<file path="src/rtl/fpa_pkg.sv">
package fpa_pkg;

  localparam int WordWidth = 32;
  localparam int FracBits = 8;
  // quotient bits needed: numerator magnitude is at most 2^(W-1+F), plus one round bit
  localparam int QuoBits = WordWidth + FracBits + 1;
  localparam int NumBits = WordWidth + FracBits + 1;
  localparam int DenBits = WordWidth + 1;
  localparam int ProdBits = 2 * WordWidth;

  typedef enum logic [2:0] {
    KIND_ADD = 3'd0,
    KIND_SUB = 3'd1,
    KIND_MUL = 3'd2,
    KIND_DIV = 3'd3,
    KIND_MIN = 3'd4,
    KIND_MAX = 3'd5,
    KIND_INC = 3'd6,
    KIND_DEC = 3'd7
  } kind_t;

  // context carried along the divider chain with each beat
  typedef struct packed {
    logic                 valid;
    logic [2:0]           kind;
    logic                 neg;
    logic                 dz;
    logic                 less;
    logic                 equal;
    logic                 greater;
    logic [WordWidth-1:0] simple;
    logic                 simple_ovf;
    logic [ProdBits-1:0]  prod;
  } ctx_t;

  // one restoring division step: remainder, denominator, numerator bits still to shift in and quotient so far
  typedef struct packed {
    logic [DenBits:0]    rem;
    logic [DenBits-1:0]  den;
    logic [NumBits-1:0]  num;
    logic [QuoBits-1:0]  quo;
  } div_t;

endpackage

</file>
<file path="src/rtl/fpa_div_cell.sv">
module fpa_div_cell (
  input  logic           clk,
  input  logic           rst,
  input  fpa_pkg::ctx_t  ctx_in,
  input  fpa_pkg::div_t  div_in,
  output fpa_pkg::ctx_t  ctx_out,
  output fpa_pkg::div_t  div_out
);

  fpa_pkg::div_t step;
  logic [fpa_pkg::DenBits:0] trial;
  logic [fpa_pkg::DenBits+1:0] diff;

  always_comb begin
    step = div_in;
    trial = {div_in.rem[fpa_pkg::DenBits-1:0], div_in.num[fpa_pkg::NumBits-1]};
    diff = {1'b0, trial} - {2'b00, div_in.den};
    step.num = {div_in.num[fpa_pkg::NumBits-2:0], 1'b0};
    if (!diff[fpa_pkg::DenBits+1]) begin
      step.rem = diff[fpa_pkg::DenBits:0];
      step.quo = {div_in.quo[fpa_pkg::QuoBits-2:0], 1'b1};
    end else begin
      step.rem = trial;
      step.quo = {div_in.quo[fpa_pkg::QuoBits-2:0], 1'b0};
    end
  end

  always_ff @(posedge clk) begin
    if (rst) begin
      ctx_out.valid <= 1'b0;
    end else begin
      ctx_out.valid <= ctx_in.valid;
    end
    ctx_out.kind <= ctx_in.kind;
    ctx_out.neg <= ctx_in.neg;
    ctx_out.dz <= ctx_in.dz;
    ctx_out.less <= ctx_in.less;
    ctx_out.equal <= ctx_in.equal;
    ctx_out.greater <= ctx_in.greater;
    ctx_out.simple <= ctx_in.simple;
    ctx_out.simple_ovf <= ctx_in.simple_ovf;
    ctx_out.prod <= ctx_in.prod;
    div_out <= step;
  end

endmodule

</file>
<file path="config.mk">
export PLATFORM = sky130hd
export DESIGN_NAME = fpa_div_cell
export DESIGN_NICKNAME = d
export VERILOG_FILES = /design/src/rtl/fpa_pkg.sv /design/src/rtl/fpa_div_cell.sv
export SDC_FILE = /design/constraint.sdc
export NUM_CORES = 1
export LEC_CHECK = 0
export BUFFER_PORTS_ARGS = -buffer_cell sky130_fd_sc_hd__buf_2
export CAP_MARGIN = 25
export CORE_AREA = 2 2 196 198
export DETAILED_ROUTE_END_ITERATION = 7
export DIE_AREA = 0 0 198 200
export GPL_ROUTABILITY_DRIVEN = 0
export PLACE_DENSITY_LB_ADDON = 0.12
export SLEW_MARGIN = 10
export SYNTH_ARGS = -nofsm -noshare
export SYNTH_HDL_FRONTEND = slang
export SYNTH_SLANG_ARGS = --single-unit
</file>
<file path="constraint.sdc">
create_clock -name clk -period 2.7 [get_ports clk]
set_input_delay 0.27 -clock clk [delete_from_list [all_inputs] [get_ports clk]]
set_output_delay 0.27 -clock clk [all_outputs]
set_load 0.05 [all_outputs]
</file>
==> Word-level counts from Yosys, hierarchy flattened <==
Index checks and enable logic that the tools add are counted.
{ "totals": {"elab_cells": 17, "input_bits": 257, "ff_bits": 254} }
{ "op_classes": {"mux": 2, "n_addsub": 1} }
{ "ops": {"columns": ["op", "count"], "rows": [
  ["$sub A34 B33 Y35", 1],
  ["$mux W34", 1],
  ["$mux W1", 1]
]} }

==> Longest topological paths before layout <==
{ "depth": {"ltp_word": 2, "depth_mapped": 13, "depth_no_buf": 12} }

==> Worst setup path after synthesis <==
No wires, ideal clock.
{ "synth_timing": {"path_type": "input-to-reg", "from": "in div_in[81] in the netlist's numbering", "to": "reg div_out[118] in the netlist's numbering", "arrival_ns": 2.461, "required_time_ns": 2.579, "path_buffers": 1, "path_stages": 13, "setup_time_ns": 0.121, "path_slack_ns": 0.118, "cell_sequence": "inv_1 -> ha_1 -> inv_1 -> fa_1 -> a211oi_2 -> o21ai_2 -> a21oi_2 -> o41ai_2 -> a21o_4 -> nor2_4 -> inv_6 -> buf_12 -> mux2_4"} }
{ "synth_lines": {"columns": ["item", "line", "rtl"], "rows": [
  ["start, declared", "fpa_div_cell.sv:5", "input fpa_pkg::div_t div_in,"],
  ["end signal, assigned", "fpa_div_cell.sv:43", "div_out <= step;"],
  ["end, declared", "fpa_div_cell.sv:7", "output fpa_pkg::div_t div_out"]
]} }

==> key figures <==
Run status
  • Status: completed

Logic synthesis
  • Post-synthesis register bit count: 254
  • Synth area leader: dfxtp_1
  • Post-synthesis sequential area ratio: 65.1%
  • Simple-gate share of the synthesized area: roughly 6.4%
  • Area fraction in compound gates after synthesis: between 10 and 15%
  • Ys flop type: dfxtp_1
  • Distinct cells, synth: 66
  • Synthesized area per cell: approximately 12 um^2
  • Xor/xnor cell area share of the yosys netlist: between 3 and 4%
  • Async set-reset flop share out of synthesis: 0%
  • Post-Synthesis Net Count: about 900
  • Count leader, synth: dfxtp_1
  • Ys Warns: 0
  • Adder-cell share of the synthesized area: 5.54%
  • Synthesized instance count: 626
  • Post-synthesis mux area share: 5.37%
  • Mapped cell area: ~8000 um^2
  • Top area cells in the synthesized netlist: dfxtp_1 (65%), ha_1 (5.3%), mux2_4 (4.8%)
  • Largest family of logic cells by synthesized area: compound AO/OA/AOI/OAI gates
  • Synth top area share: 65.1%
  • Synth cell count leaders: dfxtp_1 (254), inv_1 (45), a21oi_1 (41)
  • Number of synthesized flops with an enable pin: 0

Power
  • P per Cell Area: 731 nW/um^2
  • Comb power frac: 25.2%
  • Clock power frac: 37.0%
  • VDD IR max: 401 uV
  • Static Leak: between 7 and 8 nW
  • Internal power: 7.42 mW
  • Switching share of total power: 31.7%
  • Flop pwr share: 37.8%
  • Tot Pwr: between 10 and 15 mW
  • Net Sw Power: about 3.4 mW

Floorplanning
  • Io pins: around 500
  • Initial core utilization: between 20% and 30%
  • Die Span X: between 150 and 200 um
  • Full die area: 39600 um^2
  • Area of the core: 37400 um^2
  • Rows: a little over 70
  • Die Y: ~200 um

Hold path
  • Hold WC Path Type: in2reg
  • Hold_sp: div_in[144]

Global routing
  • GRT Residual Overflow: 0
  • Initial antenna violation count: 2
  • Pin count of the biggest net entering global routing: 32
  • Global-route wire length before repair: between 40000 and 50000 um
  • Gr usage total: 14.7%
  • Vias in the first global route: between 7000 and 8000

Timing
  • Period Utilization, post-route: 96.8%
  • Max Freq: 382 MHz
  • Hold Fails Final Rpt: 0
  • Final setup viols: 0
  • Tmin final: roughly 2.6 ns
  • Final Max Slew Viols: 0
  • RSZ-0062 raised after global routing: true

Route
  • Via/cell ratio: a little under 4
  • DRT Wirelength: 31600 um
  • Final ANT Viol Nets: 0
  • DR pass1 iterations: 4
  • Total number of vias: 7655
  • DRT iter0 DRCs: approximately 240
  • Drt wl/cell: ~16 um
  • Remaining routing DRC violations: 0

Layout
  • Share of layout cells above drive strength 1: approximately 45%
  • Register Area: 5080 um^2
  • Final core occ: 39.8%
  • Filler instances: 3684
  • P&R area growth vs syn: 90.3%
  • Post-route design area: 14900 um^2
  • Final net count: roughly 1700
  • Area occupied by multi-input gates: 2470 um^2

Setup path
  • Worst Path Class, Setup: in2reg
  • Worst EP arrival: 3.06 ns
  • Setup crit start: div_in[101]
  • Type of origin of the critical path: input pin
  • CP endpoint kind: flop
  • Max Fanout on Critical Path: 15
  • Critical Path RT: approximately 3.2 ns

CTS
  • CTS root buffer: clkbuf_16
  • Clock transition time at the flip-flop clock pins of the worst setup and hold paths: 0.06 ns
  • H-tree Lvls: 1
  • Clk buf depth: 3
  • Clock sinks: 254
  • Num CTS Buffers: 29
  • CTS tree: built

Placement
  • DP Area: 11300 um^2
  • Port Buf Inserts: 508
  • Hpwl dp: 23900 um

Run
  • # Max-Cap Violations: 0
==> metal layers <==
metal / routed length (um) / track usage, %
met1: 12300 / 16.4
met2: 16000 / 27.0
met3: 2300 / 3.53
met4: 1030 / 5.68
met5: 0 / 0
==> final timing paths <==
check             cells past startpoint  slack, ns            to
hold / removal                        3       0.05  div_out[145]
setup / recovery                     13       0.09  div_out[123]
==> layout make-up <==
cell class	instances	share of cell area [%]
Tap cell	511	4.30
Inverter	46	1.25
Antenna cell	1	0.0168
Clock inverter	20	1.41
Sequential cell	254	34.2
Timing Repair Buffer	811	36.8
Multi-Input combinational cell	313	16.6
Clock buffer	34	5.28
Timing Repair inverter	2	0.118
==> worst max-delay path: stages <==
cell,delay (ns)
dlygate4sd3_1,0.52
buf_2,0.10
inv_1,0.04
ha_1,0.28
a21oi_1,0.08
o211a_1,0.26
or4_4,0.55
a21oi_4,0.15
a21o_4,0.12
nor2_4,0.05
buf_12,0.13
inv_6,0.18
mux2_4,0.32
==> through the flow <==
stage,setup TNS [ns],worst slack [ns],hold WS (ns),std cells
final,0,0.0853,0.0498,1992
after global routing,-0.124,-0.0175,0.0484,1992
after CTS,0,0.0238,0.0202,1987
after detailed placement,-4.01,-0.161,0.374,1682
after global placement,-3.05,-0.124,0.373,1682
after floorplan,0,0.118,0.298,626
==> kinds of logic (layout without fill, tap and decap cells) <==
group | after synthesis | after routing
DFF | 254 | 254
AOI/OAI and AO/OA | 124 | 124
and+or+nand+nor | 98 | 98
buffers and inverters | 59 | 913
adders and majority gates | 34 | 34
muxes | 29 | 29
xor gates and xnor gates | 27 | 27
other | 1 | 2
==> registers in the layout, summed over array words and instances, names as in the netlist <==
signal   cells
div_out    148
ctx_out    106
==> placed cells by master, fill, tap and decap left out, drive strengths merged, types with 3 or more instances in the layout <==
cell type | synthesis | layout
xnor2 | 20 | 20
inv | 46 | 52
clkinv | 0 | 10
and3 | 5 | 5
o211ai | 8 | 8
o21bai | 4 | 4
o21a | 4 | 4
a21oi | 43 | 43
nand2 | 29 | 29
dlygate4sd3 | 0 | 251
o21ai | 21 | 21
a31oi | 5 | 5
clkinvlp | 0 | 3
buf | 11 | 560
and2 | 4 | 4
ha | 33 | 33
o31ai | 6 | 6
a211oi | 5 | 5
xor2 | 7 | 7
nor3 | 5 | 5
nor2b | 7 | 7
bufinv | 0 | 3
nand4 | 7 | 7
dfxtp | 254 | 254
nor2 | 20 | 20
nand3 | 7 | 7
a21o | 9 | 9
clkbuf | 2 | 34
nand2b | 4 | 4
a22oi | 4 | 4
mux2 | 28 | 28
==> timing repair <==
item                                   in CTS  in global routing
setup endpoints to repair                   0                 29
buffers inserted                            0                  2
resized for setup                           0                 11
endpoints found under the hold margin     250                  0
hold buffers                              251                  0
==> power groups by stage <==
stage                     sequential [mW]  clock, mW  combinational, mW
after CTS                            4.11       4.16               2.72
final                                4.11       4.02               2.73
after detailed placement             4.18          0               2.41
after floorplan                      5.22          0              0.627
after global routing                 4.13       4.31               2.90
after global placement               4.19          0               2.41
Note: power is estimated with default switching activity, not from simulation.
